--- src/rtl/nnsag_pkg.sv ---
// shared types and constants for the nearest-neighbour scaler address generator
`default_nettype none

package nnsag_pkg;

   localparam int MAX_DIM_DEFAULT     = 16384;
   localparam int FRAC_BITS_DEFAULT   = 16;
   localparam int PIXEL_SHIFT_DEFAULT = 3;

   localparam int CSR_INDEX_W = 3;
   localparam int CSR_DATA_W  = 32;

   localparam logic [14:0] SRC_WIDTH_RESET     = 15'd1;
   localparam logic [14:0] SRC_HEIGHT_RESET    = 15'd1;
   localparam logic [14:0] DST_WIDTH_RESET     = 15'd1;
   localparam logic [14:0] DST_HEIGHT_RESET    = 15'd1;
   localparam logic [31:0] X_STEP_RESET        = 32'd65536;
   localparam logic [31:0] Y_STEP_RESET        = 32'd65536;
   localparam logic [23:0] SRC_ROW_BYTES_RESET = 24'd8;

   typedef enum logic [CSR_INDEX_W-1:0] {
      CSR_SRC_WIDTH     = 3'd0,
      CSR_SRC_HEIGHT    = 3'd1,
      CSR_DST_WIDTH     = 3'd2,
      CSR_DST_HEIGHT    = 3'd3,
      CSR_X_STEP        = 3'd4,
      CSR_Y_STEP        = 3'd5,
      CSR_SRC_ROW_BYTES = 3'd6
   } csr_index_type;

   typedef enum logic {
      OP_START   = 1'b0,
      OP_ADVANCE = 1'b1
   } op_type;

   typedef struct packed {
      op_type      op;
      logic [15:0] x_start;
      logic [15:0] y_start;
   } req_type;

   typedef struct packed {
      logic [39:0] src_offset;
      logic [13:0] dst_x;
      logic [13:0] dst_y;
      logic        row_end;
      logic        frame_end;
   } rsp_type;

   typedef struct packed {
      logic [14:0] src_width;
      logic [14:0] src_height;
      logic [14:0] dst_width;
      logic [14:0] dst_height;
      logic [31:0] x_step;
      logic [31:0] y_step;
      logic [23:0] src_row_bytes;
   } cfg_type;

   // one pixel between the walker and the output register
   typedef struct packed {
      logic [14:0] x_index;
      logic [14:0] row_index;
      logic [23:0] row_bytes;
      logic [13:0] dst_x;
      logic [13:0] dst_y;
      logic        row_end;
      logic        frame_end;
   } stage_type;

endpackage

`default_nettype wire

--- src/rtl/nnsag_csr.sv ---
// configuration registers of the scaler address generator
`default_nettype none

module nnsag_csr (
   input  wire                                  clock,
   input  wire                                  reset,
   input  wire                                  csr_wr_en,
   input  wire  [nnsag_pkg::CSR_INDEX_W-1:0]    csr_index,
   input  wire  [nnsag_pkg::CSR_DATA_W-1:0]     csr_wr_data,
   output nnsag_pkg::cfg_type                   cfg
);

   nnsag_pkg::cfg_type cfg_ff;
   nnsag_pkg::cfg_type cfg_in;

   always_comb begin
      cfg_in = cfg_ff;
      if (csr_wr_en) begin
         case (csr_index)
            nnsag_pkg::CSR_SRC_WIDTH:     cfg_in.src_width     = csr_wr_data[14:0];
            nnsag_pkg::CSR_SRC_HEIGHT:    cfg_in.src_height    = csr_wr_data[14:0];
            nnsag_pkg::CSR_DST_WIDTH:     cfg_in.dst_width     = csr_wr_data[14:0];
            nnsag_pkg::CSR_DST_HEIGHT:    cfg_in.dst_height    = csr_wr_data[14:0];
            nnsag_pkg::CSR_X_STEP:        cfg_in.x_step        = csr_wr_data[31:0];
            nnsag_pkg::CSR_Y_STEP:        cfg_in.y_step        = csr_wr_data[31:0];
            nnsag_pkg::CSR_SRC_ROW_BYTES: cfg_in.src_row_bytes = csr_wr_data[23:0];
            default: ;
         endcase
      end
   end

   always_ff @(posedge clock) begin
      if (reset) begin
         cfg_ff.src_width     <= nnsag_pkg::SRC_WIDTH_RESET;
         cfg_ff.src_height    <= nnsag_pkg::SRC_HEIGHT_RESET;
         cfg_ff.dst_width     <= nnsag_pkg::DST_WIDTH_RESET;
         cfg_ff.dst_height    <= nnsag_pkg::DST_HEIGHT_RESET;
         cfg_ff.x_step        <= nnsag_pkg::X_STEP_RESET;
         cfg_ff.y_step        <= nnsag_pkg::Y_STEP_RESET;
         cfg_ff.src_row_bytes <= nnsag_pkg::SRC_ROW_BYTES_RESET;
      end else begin
         cfg_ff <= cfg_in;
      end
   end

   assign cfg = cfg_ff;

endmodule

`default_nettype wire

--- src/rtl/nnsag_walk.sv ---
// raster walker: frame state, fixed-point accumulators and the stage register
`default_nettype none

module nnsag_walk #(
   parameter int MAX_DIM   = nnsag_pkg::MAX_DIM_DEFAULT,
   parameter int FRAC_BITS = nnsag_pkg::FRAC_BITS_DEFAULT
) (
   input  wire                    clock,
   input  wire                    reset,
   input  wire                    req_valid,
   output logic                   req_ready,
   input  nnsag_pkg::req_type     req_data,
   input  nnsag_pkg::cfg_type     cfg,
   input  wire                    out_ready,
   output logic                   stg_valid,
   output nnsag_pkg::stage_type   stg_data
);

   localparam int CNT_W = (MAX_DIM > 2) ? $clog2(MAX_DIM) : 1;
   localparam int DIM_W = $clog2(MAX_DIM + 1);
   localparam int SCL_W = 16 + FRAC_BITS;

   function automatic logic [31:0] scale_offset(input logic [15:0] v);
      logic [SCL_W-1:0] t;
      t = {v, FRAC_BITS'(0)};
      return 32'(t >> 16);
   endfunction

   function automatic logic [31:0] sat_add(input logic [31:0] a, input logic [31:0] b);
      logic [32:0] s;
      s = {1'b0, a} + {1'b0, b};
      return s[32] ? 32'hFFFF_FFFF : s[31:0];
   endfunction

   function automatic logic [14:0] src_index(input logic [31:0] accum,
                                             input logic [14:0] bound);
      logic [14:0] lim;
      logic [31:0] idx;
      lim = (bound == 15'd0) ? 15'd1 : bound;
      idx = accum >> FRAC_BITS;
      return (idx >= 32'(lim)) ? (lim - 15'd1) : 15'(idx);
   endfunction

   function automatic logic [DIM_W-1:0] dst_dim(input logic [14:0] r);
      logic [DIM_W-1:0] d;
      if (r == 15'd0) begin
         d = DIM_W'(1);
      end else if (32'(r) > 32'(MAX_DIM)) begin
         d = DIM_W'(MAX_DIM);
      end else begin
         d = DIM_W'(r);
      end
      return d;
   endfunction

   logic              active_ff,    active_in;
   logic [CNT_W-1:0]  col_count_ff, col_count_in;
   logic [CNT_W-1:0]  row_count_ff, row_count_in;
   logic [31:0]       x_accum_ff,   x_accum_in;
   logic [31:0]       y_accum_ff,   y_accum_in;
   logic [15:0]       x_origin_ff,  x_origin_in;
   logic [14:0]       row_index_ff, row_index_in;
   logic [23:0]       row_bytes_ff, row_bytes_in;
   logic              stg_valid_ff, stg_valid_in;
   nnsag_pkg::stage_type stg_ff,    stg_in;

   logic             accept;
   logic [DIM_W-1:0] dw;
   logic [DIM_W-1:0] dh;
   logic             row_end;
   logic             frame_end;
   logic [31:0]      y_next;
   logic [31:0]      y_start_scaled;

   assign req_ready = !stg_valid_ff || out_ready;
   assign accept    = req_valid && req_ready;

   always_comb begin
      dw             = dst_dim(cfg.dst_width);
      dh             = dst_dim(cfg.dst_height);
      row_end        = DIM_W'(col_count_ff) >= (dw - DIM_W'(1));
      frame_end      = row_end && (DIM_W'(row_count_ff) >= (dh - DIM_W'(1)));
      y_next         = sat_add(y_accum_ff, cfg.y_step);
      y_start_scaled = scale_offset(req_data.y_start);

      active_in    = active_ff;
      col_count_in = col_count_ff;
      row_count_in = row_count_ff;
      x_accum_in   = x_accum_ff;
      y_accum_in   = y_accum_ff;
      x_origin_in  = x_origin_ff;
      row_index_in = row_index_ff;
      row_bytes_in = row_bytes_ff;
      stg_valid_in = stg_valid_ff;

      stg_in.x_index   = src_index(x_accum_ff, cfg.src_width);
      stg_in.row_index = row_index_ff;
      stg_in.row_bytes = row_bytes_ff;
      stg_in.dst_x     = 14'(col_count_ff);
      stg_in.dst_y     = 14'(row_count_ff);
      stg_in.row_end   = row_end;
      stg_in.frame_end = frame_end;

      if (req_ready) begin
         stg_valid_in = 1'b0;
      end

      if (accept) begin
         if (req_data.op == nnsag_pkg::OP_START) begin
            x_origin_in  = req_data.x_start;
            x_accum_in   = scale_offset(req_data.x_start);
            y_accum_in   = y_start_scaled;
            col_count_in = '0;
            row_count_in = '0;
            active_in    = 1'b1;
            row_index_in = src_index(y_start_scaled, cfg.src_height);
            row_bytes_in = cfg.src_row_bytes;
         end else if (active_ff) begin
            stg_valid_in = 1'b1;
            if (frame_end) begin
               active_in = 1'b0;
            end else if (row_end) begin
               row_count_in = row_count_ff + CNT_W'(1);
               col_count_in = '0;
               y_accum_in   = y_next;
               x_accum_in   = scale_offset(x_origin_ff);
               row_index_in = src_index(y_next, cfg.src_height);
               row_bytes_in = cfg.src_row_bytes;
            end else begin
               col_count_in = col_count_ff + CNT_W'(1);
               x_accum_in   = sat_add(x_accum_ff, cfg.x_step);
            end
         end
      end
   end

   always_ff @(posedge clock) begin
      if (reset) begin
         active_ff    <= 1'b0;
         col_count_ff <= '0;
         row_count_ff <= '0;
         x_accum_ff   <= '0;
         y_accum_ff   <= '0;
         x_origin_ff  <= '0;
         row_index_ff <= '0;
         row_bytes_ff <= '0;
         stg_valid_ff <= 1'b0;
      end else begin
         active_ff    <= active_in;
         col_count_ff <= col_count_in;
         row_count_ff <= row_count_in;
         x_accum_ff   <= x_accum_in;
         y_accum_ff   <= y_accum_in;
         x_origin_ff  <= x_origin_in;
         row_index_ff <= row_index_in;
         row_bytes_ff <= row_bytes_in;
         stg_valid_ff <= stg_valid_in;
      end
   end

   always_ff @(posedge clock) begin
      if (req_ready) begin
         stg_ff <= stg_in;
      end
   end

   assign stg_valid = stg_valid_ff;
   assign stg_data  = stg_ff;

endmodule

`default_nettype wire

--- src/rtl/nnsag_out.sv ---
// source offset arithmetic and the result register
`default_nettype none

module nnsag_out #(
   parameter int PIXEL_SHIFT = nnsag_pkg::PIXEL_SHIFT_DEFAULT
) (
   input  wire                    clock,
   input  wire                    reset,
   input  wire                    stg_valid,
   input  nnsag_pkg::stage_type   stg_data,
   output logic                   out_ready,
   output logic                   rsp_valid,
   input  wire                    rsp_ready,
   output nnsag_pkg::rsp_type     rsp_data
);

   logic               rsp_valid_ff, rsp_valid_in;
   nnsag_pkg::rsp_type rsp_ff,       rsp_in;
   logic [38:0]        row_base;

   assign out_ready = !rsp_valid_ff || rsp_ready;

   always_comb begin
      row_base          = stg_data.row_index * stg_data.row_bytes;
      rsp_in.src_offset = 40'(row_base) + (40'(stg_data.x_index) << PIXEL_SHIFT);
      rsp_in.dst_x      = stg_data.dst_x;
      rsp_in.dst_y      = stg_data.dst_y;
      rsp_in.row_end    = stg_data.row_end;
      rsp_in.frame_end  = stg_data.frame_end;
      rsp_valid_in      = out_ready ? stg_valid : rsp_valid_ff;
   end

   always_ff @(posedge clock) begin
      if (reset) begin
         rsp_valid_ff <= 1'b0;
      end else begin
         rsp_valid_ff <= rsp_valid_in;
      end
   end

   always_ff @(posedge clock) begin
      if (out_ready) begin
         rsp_ff <= rsp_in;
      end
   end

   assign rsp_valid = rsp_valid_ff;
   assign rsp_data  = rsp_ff;

endmodule

`default_nettype wire

--- src/rtl/nearest_neighbour_scale_addr_gen_unit.sv ---
// top level of the nearest-neighbour scaler source address generator
// usage:
//   software writes the source and destination sizes, the 16.16 steps and the
//   source row pitch through the csr write port, then sends a start request
//   (op start) carrying the fractional x and y offsets. each advance request
//   after that yields one response for the next destination pixel in raster
//   order; a start yields none, and advances outside a frame yield none.
// path: the edge that accepts a request fills the walker stage register; the
//   result register is filled from it through the offset multiply when the
//   result register is empty or its response is taken.
// throughput: one request per cycle, one response per cycle while rsp_ready
//   stays high; the accumulators and counters update in the cycle of acceptance,
//   so requests may follow back to back.
// stall: when rsp_ready is low the result register holds; one more pixel can
//   sit in the stage register, after which req_ready drops until a response
//   is taken.
// reset: no frame is open, the csr registers return to unit sizes and unit
//   steps, both channels are empty. there is no clearing pass.
`default_nettype none

module nearest_neighbour_scale_addr_gen_unit #(
   parameter int MAX_DIM     = nnsag_pkg::MAX_DIM_DEFAULT,
   parameter int FRAC_BITS   = nnsag_pkg::FRAC_BITS_DEFAULT,
   parameter int PIXEL_SHIFT = nnsag_pkg::PIXEL_SHIFT_DEFAULT
) (
   input  wire                                  clock,
   input  wire                                  reset,
   input  wire                                  req_valid,
   output logic                                 req_ready,
   input  nnsag_pkg::req_type                   req_data,
   output logic                                 rsp_valid,
   input  wire                                  rsp_ready,
   output nnsag_pkg::rsp_type                   rsp_data,
   input  wire                                  csr_wr_en,
   input  wire  [nnsag_pkg::CSR_INDEX_W-1:0]    csr_index,
   input  wire  [nnsag_pkg::CSR_DATA_W-1:0]     csr_wr_data
);

   nnsag_pkg::cfg_type   cfg;
   nnsag_pkg::stage_type stg_data;
   logic                 stg_valid;
   logic                 out_ready;

   nnsag_csr u_csr (
      .clock       (clock),
      .reset       (reset),
      .csr_wr_en   (csr_wr_en),
      .csr_index   (csr_index),
      .csr_wr_data (csr_wr_data),
      .cfg         (cfg)
   );

   nnsag_walk #(
      .MAX_DIM   (MAX_DIM),
      .FRAC_BITS (FRAC_BITS)
   ) u_walk (
      .clock     (clock),
      .reset     (reset),
      .req_valid (req_valid),
      .req_ready (req_ready),
      .req_data  (req_data),
      .cfg       (cfg),
      .out_ready (out_ready),
      .stg_valid (stg_valid),
      .stg_data  (stg_data)
   );

   nnsag_out #(
      .PIXEL_SHIFT (PIXEL_SHIFT)
   ) u_out (
      .clock     (clock),
      .reset     (reset),
      .stg_valid (stg_valid),
      .stg_data  (stg_data),
      .out_ready (out_ready),
      .rsp_valid (rsp_valid),
      .rsp_ready (rsp_ready),
      .rsp_data  (rsp_data)
   );

endmodule

`default_nettype wire

--- config.mk ---
export PLATFORM = sky130hd
export DESIGN_NAME = nearest_neighbour_scale_addr_gen_unit
export DESIGN_NICKNAME = d
export VERILOG_FILES = /design/src/rtl/nnsag_pkg.sv /design/src/rtl/nnsag_csr.sv /design/src/rtl/nnsag_walk.sv /design/src/rtl/nnsag_out.sv /design/src/rtl/nearest_neighbour_scale_addr_gen_unit.sv
export SDC_FILE = /design/constraint.sdc
export NUM_CORES = 2
export LEC_CHECK = 0
export BUFFER_PORTS_ARGS = -buffer_cell sky130_fd_sc_hd__buf_2
export CORE_MARGIN = 2
export CORE_UTILIZATION = 30
export DETAILED_ROUTE_END_ITERATION = 16
export PLACE_DENSITY_LB_ADDON = 0.2
export REMOVE_ABC_BUFFERS = 1
export SYNTH_ARGS = -nofsm -noshare
export SYNTH_HDL_FRONTEND = slang
export SYNTH_SLANG_ARGS = --single-unit
--- constraint.sdc ---
create_clock -name clock -period 7.2 [get_ports clock]
set_input_delay 0.72 -clock clock [delete_from_list [all_inputs] [get_ports clock]]
set_output_delay 0.72 -clock clock [all_outputs]
set_load 0.02 [all_outputs]
Yosys cells after proc, flatten, opt, wreduce, memory -nomap -nowiden
Cells that the tools add are included.
{"block": "word_totals", "romBits": 0, "latchBits": 0, "mem_bits_rw": 0, "mem_count": 0, "elab_cells": 119, "in_bits": 73, "register_bits": 452, "out_inout_bits": 72}
{"block": "op_classes", "add_sub_neg": 9, "n_mul": 1, "n_eq_ne": 9, "div_mod_pow": 0, "order_cmp": 7, "n_reduce_logical": 21, "shifts": 0, "n_mux": 42, "bitwise_logic": 1}
{"cell": "two-way mux 32 bit", "n": 10}
{"cell": "two-way mux 15 bit", "n": 13}
{"cell": "two-way mux 14 bit", "n": 8}
{"cell": "two-way mux 24 bit", "n": 4}
{"cell": "adder 32 x 32 -> 33 bit", "n": 2}
{"cell": "logical NOT 15 bit", "n": 4}
{"cell": "subtractor 15 x 1 -> 15 bit, second input constant", "n": 4}
{"cell": "adder 39 x 18 -> 40 bit", "n": 1}
{"cell": "multiplier 15 x 24 -> 39 bit", "n": 1}
{"cell": "greater-or-equal comparator 16 x 15 -> 1 bit", "n": 2}
{"cell": "greater-or-equal comparator 14 x 15 -> 1 bit", "n": 2}
{"cell": "> comparator 15 bit, second input constant", "n": 2}
{"cell": "adder 14 x 1 -> 14 bit, second input constant", "n": 2}
{"cell": "AND reduction 2 bit", "n": 8}
{"cell": "greater-or-equal comparator 1 x 15 -> 1 bit, first input constant", "n": 1}
{"cell": "equality test 3 bit, second input constant", "n": 3}
{"cell": "two-way mux 1 bit", "n": 7}
{"cell": "equality test 3 x 2 -> 1 bit, second input constant", "n": 2}
{"cell": "inequality test 2 x 1 -> 1 bit, second input constant", "n": 2}
{"cell": "AND reduction 4 bit", "n": 1}
{"cell": "equality test 3 x 1 -> 1 bit, second input constant", "n": 1}
{"cell": "logical NOT 3 bit", "n": 1}
{"cell": "AND reduction 3 bit", "n": 1}
{"cell": "logical AND 1 bit", "n": 2}
{"cell": "4 further kinds", "n": 6}

Logic depth before layout (Yosys ltp)
{"block": "logic_depth", "ltp_word": 9, "mapped_depth": 25, "mapped_depth_nobuf": 24}

Modules after synthesis
Synthesis repeated with hierarchy kept, for this count alone.
{"block": "hier_totals", "hier_cells": 3724, "area_unflattened_um2": 35017.3}
{"module": "nnsag_walk", "n_inst": 1, "seq_area_each_um2": 5505.3, "cells_each": 1712, "area_each_um2": 14945.6}
{"module": "nnsag_out", "n_inst": 1, "seq_area_each_um2": 2122.0, "cells_each": 1484, "area_each_um2": 14207.4}
{"module": "nnsag_csr", "n_inst": 1, "seq_area_each_um2": 2962.8, "cells_each": 528, "area_each_um2": 5864.4}

Least setup slack after synthesis
Ideal clock, no wire load.
{"block": "synth_path", "path_type": "flip-flop to flip-flop", "start": "reg u_walk.stg_ff, in the netlist u_walk.stg_data[49]", "end": "reg u_out.rsp_ff, in the netlist u_out.rsp_data[62], data pin", "path_slack_ps": 854, "t_required_ps": 6933, "setup_ps": 267, "synth_period_minus_slack_ps": 6346, "path_buffers": 1, "stages_incl_launch_ff": 22, "arrival_ps": 6079, "cell_sequence": "edfxtp_1 clkbuf_1 nand2_1 fa_1 fa_1 inv_1 fa_1 fa_1 fa_1 inv_1 fa_1 inv_1 ha_1 a21o_1 a221o_1 a211oi_1 o21a_1 o31ai_1 o41a_1 a31o_2 a211oi_1 a211oi_1"}
{"element": "from (decl)", "line_no": "nnsag_walk.sv:65", "source": "nnsag_pkg::stage_type stg_ff, stg_in;"}
{"element": "from (signal assigned)", "line_no": "nnsag_walk.sv:163", "source": "stg_ff <= stg_in;"}
{"element": "to (signal assigned)", "line_no": "nnsag_out.sv:43", "source": "rsp_ff <= rsp_in;"}
{"element": "to (decl)", "line_no": "nnsag_out.sv:18", "source": "nnsag_pkg::rsp_type rsp_ff, rsp_in;"}

==> results summary <==
In the final design database the tool counted 4444 nets. In the routed layout, each cell is associated on average with a via count of 4.78. The highest achievable clock rate came out at 0.147 GHz. The sink count of the clock tree came out at 452. For this run, the share of the core covered by cells in the final layout is 34.2%. The filler cells instantiated in the layout total 11700. Summing every instance area after synthesis gives 33400 um^2.

Global routing consumed, over all layers together, 16.9% of the routing resources. Summed over all cells, the static leakage comes to 16.8 nW. The worst setup path is captured at a register. The flow ran to the end, and the final reports show no timing, DRC or antenna violations.

The overall overflow remaining after global route is 0. The remaining design rule violation count came out at 0. The pin count of the biggest net entering global routing is 170. The quantity of gates resized following cts is 0. Detailed placement ended at an HPWL of 71.9 mm.

STA puts the critical path data required time at 7570 ps. The total vias in the final route came out at 25600. In the final layout, the share of cells above drive strength 1 is 8.84%. The number of hold violations in the final report is 0. In the synthesized netlist the async set-or-reset flop fraction comes to 0%. The number of cells in the design after placement came out at 5247.

The routed wirelength normalized by instance count came out at 17.9 um. In this run the most critical hold path is launched from csr_wr_data[28]. The clock transition at the register clock pins on the worst setup and hold paths after CTS came out at 60 ps.

For the worst setup path, the data arrival time is 7200 ps. The ratio of final minimum period to clock period is 94.8%. The register bit count reported by yosys came out at 452. Measured along the x axis, the die boundary spans 338 um. Setup slack on the worst reg-to-reg path comes out at 370 ps. In this run the power density over the cells is 171 nW/um^2. The overall routed net length came out at 96.1 mm. The total of warnings raised by yosys is 0. For the final database, setup skew stands at 48.5 ps. The area of the multi-input gates is 20700 um^2. For this run, the detailed router's first-pass iteration total came to 5. The maximum vdd ir drop is 0.181 mV. The netlist uses 81 different library cells. The number of setup buffers added after CTS is 0. The launch point of the worst path is u_walk.stg_data[63]. The destination of the critical timing path is u_out.rsp_data[62].

The number of design-rule violations left by the first detailed-router iteration is 1392. The tree is rooted in a sky130_fd_sc_hd__clkbuf_16. The number of global-route vias before repair came out at 25800. Summing all flip-flop and latch instances after layout gives 10600 um^2. Setup repair after global routing left no endpoint under its margin.

The first global-routing pass estimated 150 mm of wire. The initial utilization of the core area, before any placement, comes to 30.2%. The floorplan step defined a die boundary enclosing 114000 um^2. In this run the critical register-to-register path is captured at u_out.rsp_data[62]. The maximum root-to-sink buffer count is 3.

The most used flip-flop cell after synthesis is sky130_fd_sc_hd__dfxtp_1. The time the final worst path needs with I/O delays and setup came out at 6830 ps. The number of placement rows came out at 122.

A synthesized cell averages 8.97 um^2. The synthesized instance count came out at 3726. The core region is 111000 um^2. At the end of routability-driven placement, the weighted congestion stood at 0.831. The number of pins exceeding their max-slew limit in the final report came out at 0. The tool flagged a number of max-cap violations equal to 0. Headroom to the max-slew limit came out at 19.3%.

The H-tree generated during clock tree synthesis spans 2 levels. The class of the tightest hold or removal check is in2reg. The worst-case reg-to-reg path depth is 21. The non-filler instance count after layout came out at 5363. The TritonCTS buffer count came out at 54. The number of endpoints failing setup at the final stage came out at 0.

The vertical die dimension is 338 um. The count of flip-flops with a built-in enable after synthesis came out at 154. The count of port buffers added during placement came out at 144. The worst flop-to-flop path startpoint is u_walk.stg_data[63]. Summing the sequential cell areas from Yosys gives 31.7% of the chip area. The clock insertion delay at the later pin of the skew report came out at 680 ps.

The initial antenna violation count is 20. The I/O pin count came out at 145. The number of hold buffers added after cts came out at 0. STA classifies the critical path startpoint as a register. The residual antenna-violating net count after detailed routing is 0.

The summed negative setup slack over all endpoints is 0 ps. The transition time at the pin with the least slew margin is 1210 ps. The placed cell area came out at 35800 um^2. The peak fanout along the critical path is 17.

The post-route standard cell area excluding fillers came out at 37800 um^2. The critical path in this run is classified as reg2reg. Relative to the synthesized area, the layout overhead comes to 13.2%. The clock tree from TritonCTS is built.
-- cells by family after synthesis --
family | Yosys count | synth area share, %
DFF | 452 | 31.7
AOI/OAI and AO/OA | 744 | 13.6
buffers and inverters | 560 | 6.35
and+or+nand+nor | 1289 | 17.5
adders and majority gates | 547 | 27.3
xor gates and xnor gates | 114 | 2.99
muxes | 20 | 0.655
-- flip-flops by register name, summed over array words and instances, names as in the netlist, 14 cells and up --
register	flops
u_out.rsp_data	70
u_walk.stg_data	84
u_csr.cfg	148
u_walk.row_bytes_ff	24
u_walk.row_count_ff	14
u_walk.col_count_ff	14
u_walk.x_accum_ff	32
u_walk.y_accum_ff	32
u_walk.row_index_ff	15
u_walk.x_origin_ff	16
-- per-stage QoR --
step / setup WS (ps) / hold slack (ps) / total power [mW]
floorplan: 493 / 400 / 3.32
global placement: 360 / 406 / 3.66
detailed placement: 251 / 405 / 3.66
CTS: 263 / 258 / 6.60
global route: 3.35 / 284 / 6.78
finish: 374 / 297 / 6.49
-- layer usage --
layer / vias up / GRT usage, % / routed length, um
met2: 453 / 27.0 / 42600
li1: 12600 / - / -
met3: 131 / 3.46 / 5100
met4: 30 / 3.76 / 1890
met1: 12400 / 23.5 / 46300
met5: - / 0 / 195
-- area by class of cell --
class | count | share of cell area, %
timing repair buffer | 207 | 3.40
tap | 1488 | 4.92
inverter | 395 | 3.92
clock buffer | 72 | 4.02
antenna | 5 | 0.0331
clock inverter | 30 | 0.906
multi-input combinational | 2714 | 54.8
sequential | 452 | 28.0
-- cell usage after synthesis, types with 33 or more instances --
cell type / instances / share of area [%]
sky130_fd_sc_hd__nand3_1: 41 / 0.61
sky130_fd_sc_hd__nor3_1: 33 / 0.49
sky130_fd_sc_hd__inv_1: 394 / 4.4
sky130_fd_sc_hd__o21ai_0: 127 / 1.9
sky130_fd_sc_hd__clkbuf_1: 153 / 1.7
sky130_fd_sc_hd__xor2_1: 40 / 1.0
sky130_fd_sc_hd__ha_1: 244 / 9.1
sky130_fd_sc_hd__dfxtp_1: 298 / 18
sky130_fd_sc_hd__a21o_1: 49 / 1.1
sky130_fd_sc_hd__edfxtp_1: 154 / 14
sky130_fd_sc_hd__nor2_1: 161 / 1.8
sky130_fd_sc_hd__and2_1: 158 / 3.0
sky130_fd_sc_hd__xnor2_1: 74 / 1.9
sky130_fd_sc_hd__fa_1: 303 / 18
sky130_fd_sc_hd__nand2_1: 730 / 8.2
sky130_fd_sc_hd__a21oi_1: 346 / 5.2
-- power breakdown --
part,switching (mW),total [mW],internal (mW)
logic,0.515,0.794,0.278
registers,0.0749,2.81,2.73
clock network,1.21,2.89,1.68
-- worst min-delay path by stage --
stage,endpoint,slack (ps),cells past startpoint
6_report,u_csr.cfg[52],300,3
5_1_grt,u_walk.x_origin_ff[2],280,3
4_1_cts,u_walk.x_origin_ff[2],260,3
3_5_place_dp,u_out.rsp_data[17],410,0
3_3_place_gp,u_out.rsp_data[12],410,0
2_1_floorplan,u_out.rsp_data[0],400,0
-- worst max-delay path, cell delays in order, from the launching register on --
cell	delay (ps)
sky130_fd_sc_hd__edfxtp_1	770
sky130_fd_sc_hd__nand2_1	170
sky130_fd_sc_hd__fa_1	580
sky130_fd_sc_hd__inv_1	70
sky130_fd_sc_hd__fa_1	570
sky130_fd_sc_hd__fa_1	430
sky130_fd_sc_hd__fa_1	450
sky130_fd_sc_hd__fa_1	500
sky130_fd_sc_hd__inv_1	50
sky130_fd_sc_hd__fa_1	480
sky130_fd_sc_hd__inv_1	40
sky130_fd_sc_hd__ha_1	320
sky130_fd_sc_hd__a21o_1	190
sky130_fd_sc_hd__a21oi_1	220
sky130_fd_sc_hd__nor2_1	80
sky130_fd_sc_hd__a211oi_1	270
sky130_fd_sc_hd__o21a_1	150
sky130_fd_sc_hd__o31ai_1	130
sky130_fd_sc_hd__o41a_1	460
sky130_fd_sc_hd__a31o_2	280
sky130_fd_sc_hd__a211oi_1	240
sky130_fd_sc_hd__a211oi_1	80
-- cells in the final DEF (no fill, tap or decap), drive strengths merged, types with 19 or more instances in the layout --
master	synthesis	routed
and2	159	159
a21oi	347	347
edfxtp	154	154
xor2	40	40
nand4	20	20
o221ai	20	20
a21o	49	49
o21ai	132	132
nand3	41	41
xnor2	74	74
a211oi	27	27
and3	24	24
clkbuf	153	72
nor3	34	34
dfxtp	298	298
clkinv	1	20
o211ai	19	19
inv	394	400
nor2	161	161
buf	12	207
ha	244	244
nor2b	27	27
a31oi	23	23
nand2	731	731
o21a	25	25
fa	303	303
nand2b	22	22
Power figures use the tool's default switching activity.
